--- config.mk ---
export PLATFORM = sky130hd
export DESIGN_NAME = dawc_modmul
export DESIGN_NICKNAME = d
export VERILOG_FILES = /design/src/rtl/core/dawc_pkg.sv /design/src/rtl/core/dawc_modmul.sv
export SDC_FILE = /design/constraint.sdc
export NUM_CORES = 1
export LEC_CHECK = 0
export BUFFER_PORTS_ARGS = -buffer_cell sky130_fd_sc_hd__buf_2
export CAP_MARGIN = 20
export CORE_ASPECT_RATIO = 1.5
export CORE_MARGIN = 10
export CORE_UTILIZATION = 60
export CTS_BUF_LIST = sky130_fd_sc_hd__clkbuf_8
export DETAILED_ROUTE_END_ITERATION = 12
export GPL_ROUTABILITY_DRIVEN = 1
export PLACE_DENSITY = 0.87
export SYNTH_ARGS = -nofsm -noshare
export SYNTH_HDL_FRONTEND = slang
export SYNTH_SLANG_ARGS = --single-unit
export TNS_END_PERCENT = 5
--- constraint.sdc ---
create_clock -name clk -period 5.75 [get_ports clk]
set_input_delay 1.15 -clock clk [delete_from_list [all_inputs] [get_ports clk]]
set_output_delay 1.15 -clock clk [all_outputs]
set_load 0.05 [all_outputs]
--- src/rtl/core/dawc_pkg.sv ---
// Shared types and constants of the distinct anagram window counter.
// Depends on nothing; imported by the hash unit and the top level.
package dawc_pkg;

  // Hash arithmetic
  localparam int unsigned HASH_W       = 30;
  localparam logic [29:0] HASH_P       = 30'd1000000007;
  localparam logic [7:0]  BASE_A       = 8'd131;
  localparam logic [7:0]  BASE_B       = 8'd149;
  // floor(2^40 / HASH_P), used for the quotient estimate
  localparam logic [10:0] HASH_RECIP   = 11'd1099;
  localparam logic [6:0]  CODE_OFFSET  = 7'd97;

  // Letters and result layout
  localparam int unsigned LETTERS      = 26;
  localparam logic [4:0]  MAX_LETTER   = 5'd25;
  localparam int unsigned KEY_W        = 61;
  localparam int unsigned COUNT_W      = 13;

  // Request kinds carried on in_tuser
  localparam logic REQ_NEEDLE   = 1'b0;
  localparam logic REQ_HAYSTACK = 1'b1;

  // Sequencer states
  typedef enum logic [3:0] {
    ST_IDLE, ST_NPA, ST_NPB, ST_HOLD, ST_HADD, ST_HMA, ST_HSA,
    ST_HMB, ST_HSB, ST_HKEY, ST_SRD, ST_SCMP, ST_INS, ST_RES
  } state_t;

  // Request into the modular multiply unit: (a * m + c) mod HASH_P
  typedef struct packed {
    logic              start;
    logic [HASH_W-1:0] a;
    logic [7:0]        m;
    logic [7:0]        c;
  } mm_req_t;

  typedef struct packed {
    logic              done;
    logic [HASH_W-1:0] res;
  } mm_rsp_t;

endpackage

--- src/rtl/core/dawc_modmul.sv ---
// Shared modular multiply-add unit: (a * m + c) mod HASH_P.
// Depends on dawc_pkg for the request and response types.
module dawc_modmul (
  input  logic             clk,
  input  logic             rst_n,
  input  dawc_pkg::mm_req_t req,
  output dawc_pkg::mm_rsp_t rsp
);
  import dawc_pkg::*;

  logic [38:0]       v_r;
  logic [9:0]        q_r;
  logic [30:0]       rem_r;
  logic [HASH_W-1:0] res_r;
  logic [1:0]        step_r;
  logic              busy_r;
  logic              done_r;

  logic [29:0] qprod;
  logic [39:0] qp;

  // quotient estimate, at most one short of the true quotient
  assign qprod = 30'(v_r[38:20]) * 30'(HASH_RECIP);
  assign qp    = 40'(q_r) * 40'(HASH_P);

  // control: step counter and done pulse
  always_ff @(posedge clk) begin
    if (!rst_n) begin
      busy_r <= 1'b0;
      step_r <= 2'd0;
      done_r <= 1'b0;
    end else begin
      done_r <= 1'b0;
      if (!busy_r) begin
        if (req.start) begin
          busy_r <= 1'b1;
          step_r <= 2'd1;
        end
      end else begin
        step_r <= step_r + 2'd1;
        if (step_r == 2'd3) begin
          busy_r <= 1'b0;
          done_r <= 1'b1;
        end
      end
    end
  end

  // datapath: product, quotient, remainder, final correction
  always_ff @(posedge clk) begin
    if (!busy_r && req.start) begin
      v_r <= 39'(38'(req.a) * 38'(req.m)) + 39'(req.c);
    end
    if (busy_r && step_r == 2'd1) q_r <= qprod[29:20];
    if (busy_r && step_r == 2'd2) rem_r <= 31'(40'(v_r) - qp);
    if (busy_r && step_r == 2'd3) begin
      res_r <= (rem_r >= 31'(HASH_P)) ? HASH_W'(rem_r - 31'(HASH_P)) : rem_r[HASH_W-1:0];
    end
  end

  assign rsp.done = done_r;
  assign rsp.res  = res_r;

endmodule
==> reports/results.ini, run 1 <==
[run_status]
status = finished clean

[route]
viasPerCell = 5.511
dr.pass1.iters = 7
drtAntennaViolNets = 0
dr_total_vias = 15067
drc = 0
drt-wirelength-per-cell_microns = 16.64
totalWireLength_microns = 45490
dr.first_iter.drc_count = 894

[setup_path]
slowest_delay_ps = 520
start_kind = input port
worstPathRequired_ps = 6090
crit_path_top_delay_cell = or4b_1
crit_fanout = 5
crit_type = input port to flip-flop
arrival_ps = 5990
crit_chain = buf_2 -> buf_4 -> buf_4 -> nand2_1 -> fa_1 -> inv_1 -> fa_1 -> ha_1 -> inv_1 -> fa_1 -> inv_1 -> ha_1 -> a21o_1 -> a21oi_1 -> nand2b_1 -> a211o_1 -> a2111oi_4 -> o21a_1 -> o221ai_2 -> or4b_1 -> nand4_1
path_buf_inv = 6
path_delay_family = adder cells
worstSetupEndpointType = flip-flop

[sta]
period_share_pct = 98.43
finalMaxSlewViolations = 0
hold_viol_final = 0
setup_tns_ps = 0
finalSetupViolCount = 0
slew-limit-headroom_pct = 30.06
rsz0062_at_grt = true
max_freq_ghz = 0.1767
tightest_slew_ps = 1047
period_needed_ps = 5660
fin_worst_skew_ps = 9.157

[grt]
grt_pass1_vias = 17008
grt_pass1_wl_microns = 78170
antenna_found_initial = 0
grt-ovfl-total = 0
grt_usage_pct = 23.00
grt_max_degree = 41

[clocking]
postCtsSetupBuffers = 0
h-tree-depth = 4
clk_latency_ps = 470
cts_buffer_depth = 2
hold_buffers = 0
path_clk_slew_ps = 80
ctsRootBufferMaster = clkbuf_8
numCtsBuffers = 17
clock-sinks = 114
tritoncts = yes

[yosys]
synthCells = 2090
async_flop_share_pct = 0
synth-main-ff-cell = edfxtp_1
synth.distinct_cells = 71
syn_area_sq_mm = 0.02022
yosysSeqAreaShare_pct = 16.73
synth_edf_count = 110
yosys_warnings = 0
syn_avg_cell_area_sq_um = 9.675
syn_nets = 2722
yosys_register_bits = 114

[layout]
multi_input_area_sq_mm = 0.01475
layout.nets = 2933
syn_to_final_growth_pct = 12.04
insertedDiodeCount = 0
fillCellCount = 2320
register_area_sq_mm = 0.003383
final_layout_size_suffix_gt1_share_pct = 12.40
fin_cells = 2734
fin_util_pct = 67.94

[floorplanning]
die_area_sq_mm = 0.04160
core_sq_mm = 0.03334
start_util_pct = 60.64
die_w_microns = 169.9
fp-row-count = 82
die_h_microns = 244.8
pin_count = 80

[place]
dp_hpwl_microns = 39170
dpl.cell_count = 2702
place_congestion = 0.9781
port_buffers = 79

[job]
drv_cap = 0

[worst_hold_path]
hold_class = flip-flop to flip-flop

cell type report:
cell class / count / area share, %
clock buffer: 17 / 1.033
clock inverter: 15 / 0.5357
tap: 420 / 2.320
multi-input combinational: 1396 / 65.11
timing repair buffer: 228 / 7.058
inverter: 544 / 9.013
sequential: 114 / 14.93
per-layer routing:
metal	vias to the layer above	GRT usage [%]	share of wire [%]
met5	-	0	0
met4	0	13.30	5.5
met3	166	3.326	3.6
met2	437	45.23	57
met1	7452	21.79	34
li1	7012	-	-
path summary, 6_finish.rpt:
check                                            start                      to  slack, ps  cells after the start
worst min-delay path            step_r[0]$_SDFFE_PN0P_  step_r[0]$_SDFFE_PN0P_        580                      3
worst min register to register  step_r[0]$_SDFFE_PN0P_  step_r[0]$_SDFFE_PN0P_        580                      3
worst max register to register        q_r[9]$_DFFE_PP_     rem_r[28]$_DFFE_PP_        170                     17
worst max-delay path                            req[9]       v_r[38]$_DFFE_PP_         90                     21
placed cells by master, fill, tap and decap left out, types with 6 or more instances in the layout:
cell / count
a211oi_1: 8
xnor2_1: 75
edfxtp_1: 110
o21ai_0: 38
and2_1: 208
nand4_1: 13
buf_4: 145
nor2_1: 57
o31ai_1: 6
nand3_1: 28
a31oi_1: 7
ha_1: 273
clkbuf_8: 17
o21bai_1: 10
fa_1: 307
a21o_1: 32
nand2_1: 93
o21a_1: 15
nor2b_1: 13
and3_1: 8
a21oi_1: 60
buf_2: 73
nor3_1: 17
xor2_1: 15
nand2b_1: 12
inv_1: 545
sequential cells by signal, indices dropped and copies added, names as in the netlist:
signal	cells
busy_r	1
done_r	1
q_r	10
rem_r	31
res_r	30
step_r	2
v_r	39
cell families (layout without fill, tap and decap cells):
family | count (synthesis) | count (layout) | share of synthesized area, %
buf+inv | 580 | 804 | 10.83
fa+ha+maj | 583 | 583 | 47.47
simple gates | 479 | 479 | 12.86
flops | 114 | 114 | 16.73
compound gates | 243 | 243 | 8.149
xor+xnor | 90 | 90 | 3.898
mux | 1 | 1 | 0.04950
tightest hold or removal path: stages (launching register included):
cell and delay [ps]:
dfxtp_1 350, nand2_1 70, nand2_1 50, nor2_1 80
cells in the mapped netlist (all sizes together), types with 5 or more instances:
| library cell | n | share of area, % |
|---|---|---|
| xor2 | 15 | 0.65 |
| and3 | 8 | 0.25 |
| o31ai | 7 | 0.26 |
| a211oi | 9 | 0.36 |
| nor3 | 17 | 0.42 |
| a2111oi | 5 | 0.22 |
| xnor2 | 75 | 3.2 |
| a221oi | 5 | 0.22 |
| ha | 276 | 17 |
| o21bai | 10 | 0.37 |
| edfxtp | 110 | 16 |
| clkbuf | 32 | 0.59 |
| o21ai | 45 | 1.2 |
| nand3 | 28 | 0.69 |
| o21a | 16 | 0.63 |
| nor2 | 57 | 1.1 |
| fa | 307 | 30 |
| nand4 | 13 | 0.40 |
| o211ai | 5 | 0.19 |
| inv | 544 | 10 |
| a31oi | 9 | 0.28 |
| nor2b | 14 | 0.43 |
| nand3b | 5 | 0.19 |
| and2 | 209 | 6.5 |
| nand2 | 93 | 1.7 |
| a21oi | 63 | 1.6 |
| a21o | 32 | 1.2 |
| nand2b | 12 | 0.37 |
stage by stage:
| step | cell area (sq um) | worst slack (ps) | hold slack [ps] |
|---|---|---|---|
| floorplan | 20260 | -9.695 | 517.7 |
| finish | 22660 | 90.49 | 579.9 |
| global route | 22660 | -77.69 | 617.0 |
| global placement | 22220 | -428.1 | 534.8 |
| detailed placement | 22220 | -588.6 | 565.9 |
| CTS | 22590 | 20.92 | 579.6 |
what timing repair did:
item                                    in CTS  in global routing
pin swaps                                    0                  1
resized for setup                            2                 23
gates cloned                                 0                  0
endpoints found under the setup margin       2                 20
Power of run 1 is left out: the tool's default activity adds up to more than one toggle a clock period on the data nets, which glitch-free logic cannot reach.
==> inputs of run 2 (changes only) <==
ABC_AREA = 1   (was not set)
BUFFER_PORTS_ARGS = -buffer_cell sky130_fd_sc_hd__buf_4   (was -buffer_cell sky130_fd_sc_hd__buf_2)
HOLD_SLACK_MARGIN = 0.02   (was not set)
PLACE_DENSITY = 0.86   (was 0.87)
==> reports/results.ini, run 2 <==
[layout]
fillCellCount = 3412  ; was 2320
largest_register_ffs = 39  ; unchanged
syn_to_final_growth_pct = 5.839  ; was 12.04%
fin_area_sq_mm = 0.02538  ; was 0.02266 sq mm
largestRegisters = v_r: 39 flops, rem_r: 31 flops, res_r: 30 flops  ; unchanged
insertedDiodeCount = 0  ; unchanged
final_cell_mix = inv_1 (1007), nand2_1 (900), fa_1 (307), ha_1 (276), nor2_1 (172)  ; was inv_1 (545), fa_1 (307), ha_1 (273), and2_1 (208), buf_4 (145)
regMostFlops = v_r  ; unchanged
fin_cells = 3873  ; was 2734
fin_util_pct = 64.38  ; was 67.94%
final_layout_size_suffix_gt1_share_pct = 5.366  ; was 12.40%
layout.nets = 3992  ; was 2933
multi_input_area_sq_mm = 0.01645  ; was 0.01475 sq mm
final_common_cell = inv_1  ; unchanged
register_area_sq_mm = 0.003383  ; unchanged

[sta]
hold_viol_final = 0  ; unchanged
tightest_slew_ps = 690.3  ; was 1047 ps
finalMaxSlewViolations = 0  ; unchanged
setup_tns_ps = 0  ; unchanged
period_needed_ps = 5251  ; was 5660 ps
max_freq_ghz = 0.1904  ; was 0.1767 GHz
rsz0062_at_grt = false  ; was true
slew-limit-headroom_pct = 53.98  ; was 30.06%
finalSetupViolCount = 0  ; unchanged
fin_worst_skew_ps = 11.97  ; was 9.157 ps
period_share_pct = 91.32  ; was 98.43%

[yosys]
yosys-top-cells-count = inv_1 (1007), nand2_1 (900), fa_1 (307), ha_1 (276), nor2_1 (173)  ; was inv_1 (544), fa_1 (307), ha_1 (276), and2_1 (208), edfxtp_1 (110)
synth.most_common_cell = inv_1  ; unchanged
syn_nets = 3947  ; was 2722
yosys_warnings = 0  ; unchanged
synthCells = 3315  ; was 2090
synth_edf_count = 110  ; unchanged
synth_area_leaders = fa_1 (26%), inv_1 (16%), ha_1 (14%)  ; was fa_1 (30%), ha_1 (17%), edfxtp_1 (16%)
syn_area_sq_mm = 0.02398  ; was 0.02022 sq mm
yosysTopAreaCellShare_pct = 25.63  ; was 30.39%
syn_avg_cell_area_sq_um = 7.234  ; was 9.675 sq um
async_flop_share_pct = 0  ; unchanged
yosysSeqAreaShare_pct = 14.11  ; was 16.73%
yosysTopAreaCell = fa_1  ; unchanged
yosys_register_bits = 114  ; unchanged
synth.distinct_cells = 43  ; was 71
synth-main-ff-cell = edfxtp_1  ; unchanged

[setup_path]
start_kind = flip-flop  ; was input port
worstPathRequired_ps = 6010  ; was 6090 ps
crit_path_top_delay_cell = edfxtp_1  ; was or4b_1
path_delay_family = adder cells  ; unchanged
startpoint = q_r[8]$_DFFE_PP_  ; was req[9]
worstSetupEndpointType = flip-flop  ; unchanged
crit_type = flip-flop to flip-flop  ; was input port to flip-flop
path_buf_inv = 2  ; was 6
crit_fanout = 6  ; was 5
arrival_ps = 5510  ; was 5990 ps
crit_chain = inv_1 -> ha_1 -> fa_1 -> fa_1 -> fa_1 -> inv_1 -> fa_1 -> ha_1 -> nand2_1 -> nor2_1 -> nand2_1 -> nor2_1 -> nand2_1 -> nand3_1 -> nand2_1  ; was buf_2 -> buf_4 -> buf_4 -> nand2_1 -> fa_1 -> inv_1 -> fa_1 -> ha_1 -> inv_1 -> fa_1 -> inv_1 -> ha_1 -> a21o_1 -> a21oi_1 -> nand2b_1 -> a211o_1 -> a2111oi_4 -> o21a_1 -> o221ai_2 -> or4b_1 -> nand4_1
slowest_delay_ps = 680  ; was 520 ps
r2r-start = q_r[8]$_DFFE_PP_  ; was q_r[9]$_DFFE_PP_

[clocking]
cts.repair.resized = 0  ; was 2
cts_buffer_depth = 2  ; unchanged
clock-sinks = 114  ; unchanged
clk_latency_ps = 510  ; was 470 ps
h-tree-depth = 4  ; unchanged
ctsRootBufferMaster = clkbuf_8  ; unchanged
tritoncts = yes  ; unchanged
numCtsBuffers = 17  ; unchanged
path_clk_slew_ps = 80  ; about the same
postCtsSetupBuffers = 0  ; unchanged
hold_buffers = 0  ; unchanged

[grt]
antenna_found_initial = 0  ; unchanged
grt_max_degree = 46  ; was 41
grt_pass1_wl_microns = 103400  ; was 78170 microns
grt_pass1_vias = 22119  ; was 17008
grt_usage_pct = 26.61  ; was 23.00%
grt-ovfl-total = 0  ; unchanged

[worst_hold_path]
min_from = step_r[1]$_SDFFE_PN0P_  ; was step_r[0]$_SDFFE_PN0P_
hold_class = flip-flop to flip-flop  ; unchanged

[place]
place_congestion = 1.017  ; was 0.9781
port_buffers = 79  ; unchanged
dp_hpwl_microns = 53740  ; was 39170 microns
dpl.cell_count = 3840  ; was 2702
place_area_sq_mm = 0.02496  ; was 0.02222 sq mm

[floorplanning]
fp-row-count = 89  ; was 82
core_sq_mm = 0.03942  ; was 0.03334 sq mm
start_util_pct = 60.83  ; was 60.64%
die_h_microns = 264.8  ; was 244.8 microns
die_area_sq_mm = 0.04853  ; was 0.04160 sq mm
pin_count = 80  ; unchanged
die_w_microns = 183.2  ; was 169.9 microns

[route]
dr.pass1.iters = 7  ; unchanged
dr_total_vias = 20248  ; was 15067
drc = 0  ; unchanged
drt-wirelength-per-cell_microns = 15.99  ; was 16.64 microns
totalWireLength_microns = 61910  ; was 45490 microns
viasPerCell = 5.228  ; was 5.511
dr.first_iter.drc_count = 898  ; was 894
drtAntennaViolNets = 0  ; unchanged

[run_status]
status = finished clean  ; unchanged

[job]
drv_cap = 0  ; unchanged

[run 2: worst reg2reg max path, cell delays in order, from the launching register on]
cell      delay (ps)
edfxtp_1         680
inv_1            300
ha_1             440
fa_1             490
fa_1             530
fa_1             550
inv_1             50
fa_1             490
ha_1             390
nand2_1          120
nor2_1           280
nand2_1          180
nor2_1           120
nand2_1          200
nand3_1          140
nand2_1           60
[run 2: layout make-up]
type | count | share of cell area, %
multi-input cells | 2115 | 64.80
inverters | 1022 | 15.12
flip-flops and latches | 114 | 13.33
repair buffers | 90 | 2.741
well taps | 500 | 2.465
clock buffers | 17 | 0.9219
clock inverters | 15 | 0.6212
[run 2: routing by layer]
layer	track usage [%]	wire (microns)	vias up
met2	50.68	33410	639
met1	23.52	20120	9474
met5	0	0	-
met4	23.72	6139	0
met3	3.752	2241	323
li1	-	-	9812
[run 2: worst paths after layout]
kind                            slack [ps]                     end  depth (start not counted)
worst min-delay path                   510  step_r[1]$_SDFFE_PN0P_                          2
worst max register to register         500     rem_r[28]$_DFFE_PP_                         15
worst min register to register         510  step_r[1]$_SDFFE_PN0P_                          2
worst max-delay path                   500     rem_r[28]$_DFFE_PP_                         15
[run 2: cell families (layout without fill, tap and decap cells)]
logic type / count (synthesis) / in the layout / synth area share [%]
simple gates: 1294 / 1294 / 22.11
xor+xnor: 53 / 53 / 1.936
compound gates: 185 / 185 / 4.482
buf+inv: 1086 / 1144 / 17.33
flops: 114 / 114 / 14.11
fa+ha+maj: 583 / 583 / 40.03
[run 2: through the flow]
step           hold WS, ps  setup WS, ps
6_report             514.1         499.0
5_1_grt              556.2         328.1
4_1_cts              519.9         598.1
3_5_place_dp         508.0         71.49
3_3_place_gp         499.6         146.1
2_1_floorplan        470.1         775.7
Power of run 2 is left out for the same reason.
==> inputs of run 3 (changes only) <==
CELL_PAD_IN_SITES_DETAIL_PLACEMENT = 1   (was not set)
CELL_PAD_IN_SITES_GLOBAL_PLACEMENT = 1   (was not set)
CORE_MARGIN = not set   (was 10)
CORE_UTILIZATION = 44   (was 60)
==> reports/results.ini, run 3 (synthesis results as in run 2) <==
[clocking]
numCtsBuffers = 17  ; unchanged
h-tree-depth = 4  ; unchanged
hold_buffers = 0  ; unchanged
tritoncts = yes  ; unchanged
cts.repair.resized = 0  ; unchanged
clock-sinks = 114  ; unchanged
postCtsSetupBuffers = 0  ; unchanged
ctsRootBufferMaster = clkbuf_8  ; unchanged
cts_buffer_depth = 2  ; unchanged
path_clk_slew_ps = 80  ; about the same
clk_latency_ps = 500  ; was 510 ps

[floorplanning]
die_area_sq_mm = 0.05546  ; was 0.04853 sq mm
fp-row-count = 104  ; was 89
pin_count = 80  ; unchanged
core_sq_mm = 0.05374  ; was 0.03942 sq mm
die_w_microns = 192.6  ; was 183.2 microns
die_h_microns = 287.9  ; was 264.8 microns
start_util_pct = 44.62  ; was 60.83%

[route]
drt-wirelength-per-cell_microns = 18.37  ; was 15.99 microns
totalWireLength_microns = 74800  ; was 61910 microns
drc = 12  ; was 0
dr.first_iter.drc_count = 722  ; was 898
drtAntennaViolNets = 0  ; unchanged
viasPerCell = 5.113  ; was 5.228
dr.pass1.iters = 9  ; was 7
dr_total_vias = 20820  ; was 20248

[place]
place_area_sq_mm = 0.02527  ; was 0.02496 sq mm
port_buffers = 79  ; unchanged
dp_hpwl_microns = 65100  ; was 53740 microns
place_congestion = 0.9864  ; was 1.017
place_ws_ps = -101.6  ; was 71.49 ps

[sta]
finalMaxSlewViolations = 0  ; unchanged
hold_viol_final = 0  ; unchanged
finalSetupViolCount = 0  ; unchanged
max_freq_ghz = 0.1884  ; was 0.1904 GHz
setup_ws_ps = 442.0  ; was 499.0 ps
period_needed_ps = 5308  ; was 5251 ps
setup_tns_ps = 0  ; unchanged
fin_worst_skew_ps = 12.81  ; was 11.97 ps
rsz0062_at_grt = false  ; unchanged
period_share_pct = 92.31  ; was 91.32%
tightest_slew_ps = 1176  ; was 690.3 ps
slew-limit-headroom_pct = 20.78  ; was 53.98%

[layout]
final_common_cell = inv_1  ; unchanged
largest_register_ffs = 39  ; unchanged
layout.nets = 4002  ; was 3992
insertedDiodeCount = 0  ; unchanged
largestRegisters = v_r: 39 flops, rem_r: 31 flops, res_r: 30 flops  ; unchanged
final_cell_mix = inv_1 (1007), nand2_1 (900), fa_1 (307), ha_1 (276), nor2_1 (172)  ; unchanged
fin_area_sq_mm = 0.02569  ; was 0.02538 sq mm
regMostFlops = v_r  ; unchanged
final_layout_size_suffix_gt1_share_pct = 5.675  ; was 5.366%
syn_to_final_growth_pct = 7.143  ; was 5.839%

[setup_path]
worstSetupEndpointType = flip-flop  ; unchanged
crit_chain = buf_4 -> nand2_1 -> fa_1 -> inv_1 -> ha_1 -> ha_1 -> inv_1 -> fa_1 -> inv_1 -> ha_1 -> inv_1 -> fa_1 -> inv_1 -> nand3_1 -> nand3_1 -> nand2_1 -> nand2_1 -> nand2_1 -> nand2_1 -> nand2_1 -> nand3_1 -> nand2_1  ; was inv_1 -> ha_1 -> fa_1 -> fa_1 -> fa_1 -> inv_1 -> fa_1 -> ha_1 -> nand2_1 -> nor2_1 -> nand2_1 -> nor2_1 -> nand2_1 -> nand3_1 -> nand2_1
start_kind = input port  ; was flip-flop
crit_path_top_delay_cell = fa_1  ; was edfxtp_1
slowest_delay_ps = 540  ; was 680 ps
startpoint = req[8]  ; was q_r[8]$_DFFE_PP_
path_common_cell = nand2_1
crit_type = input port to flip-flop  ; was flip-flop to flip-flop
rr_worst_depth = 16  ; was 15
arrival_ps = 5570  ; was 5510 ps
r2r-start = q_r[2]$_DFFE_PP_  ; was q_r[8]$_DFFE_PP_
crit_fanout = 30  ; was 6
worstPathRequired_ps = 6010  ; about the same

[job]
drv_cap = 0  ; unchanged

[worst_hold_path]
hold_class = flip-flop to flip-flop  ; unchanged
min_from = step_r[1]$_SDFFE_PN0P_  ; unchanged
min_path_cells = 2  ; unchanged

[run_status]
violations = DRC
status = finished, violations left  ; was finished clean

[grt]
grt_pass1_vias = 24013  ; was 22119
antenna_found_initial = 0  ; unchanged
grt_max_degree = 46  ; unchanged
grt_pass1_wl_microns = 120300  ; was 103400 microns
grt_usage_pct = 28.50  ; was 26.61%
grt-ovfl-total = 0  ; unchanged

## run 3: stage by stage
| stage | instances | util, % | hold WS [ps] |
|---|---|---|---|
| CTS | 4071 | 47.76 | 519.2 |
| global route | 4072 | 47.81 | 561.9 |
| detailed placement | 4039 | 47.02 | 507.0 |
| floorplan | 3315 | - | 470.1 |
| global placement | 4039 | 47.02 | 498.1 |
| finish | 4072 | 47.81 | 514.6 |
## run 3: final cells by class
type / instances / area, sq um
flip-flops and latches: 114 / 3383
well taps: 689 / 862.1
inverters: 1022 / 3836
repair buffers: 100 / 770.7
clock buffers: 17 / 234.0
fillers: 6966 / 28050
clock inverters: 15 / 158.9
multi-input cells: 2115 / 16450
## run 3: path summary, 6_finish.rpt
check	endpoint	slack (ps)
worst max register to register	rem_r[27]$_DFFE_PP_	570
worst min register to register	step_r[1]$_SDFFE_PN0P_	510
worst min-delay path	step_r[1]$_SDFFE_PN0P_	510
worst max-delay path	v_r[35]$_DFFE_PP_	440
## run 3: layer usage
layer  GRT usage [%]  vias up  share of wire [%]
met4           23.05        0                8.9
met2           56.65      481                 56
met1           24.86    10196                 33
met5               0        -                  0
met3           3.182      311                2.5
li1                -     9832                  -
## run 3: critical path: cells and delay by family
family	cells	cell delay, ps
simple gates	10	1200
buf+inv	6	900
fa+ha+maj	6	2280
Power of run 3 is left out for the same reason.
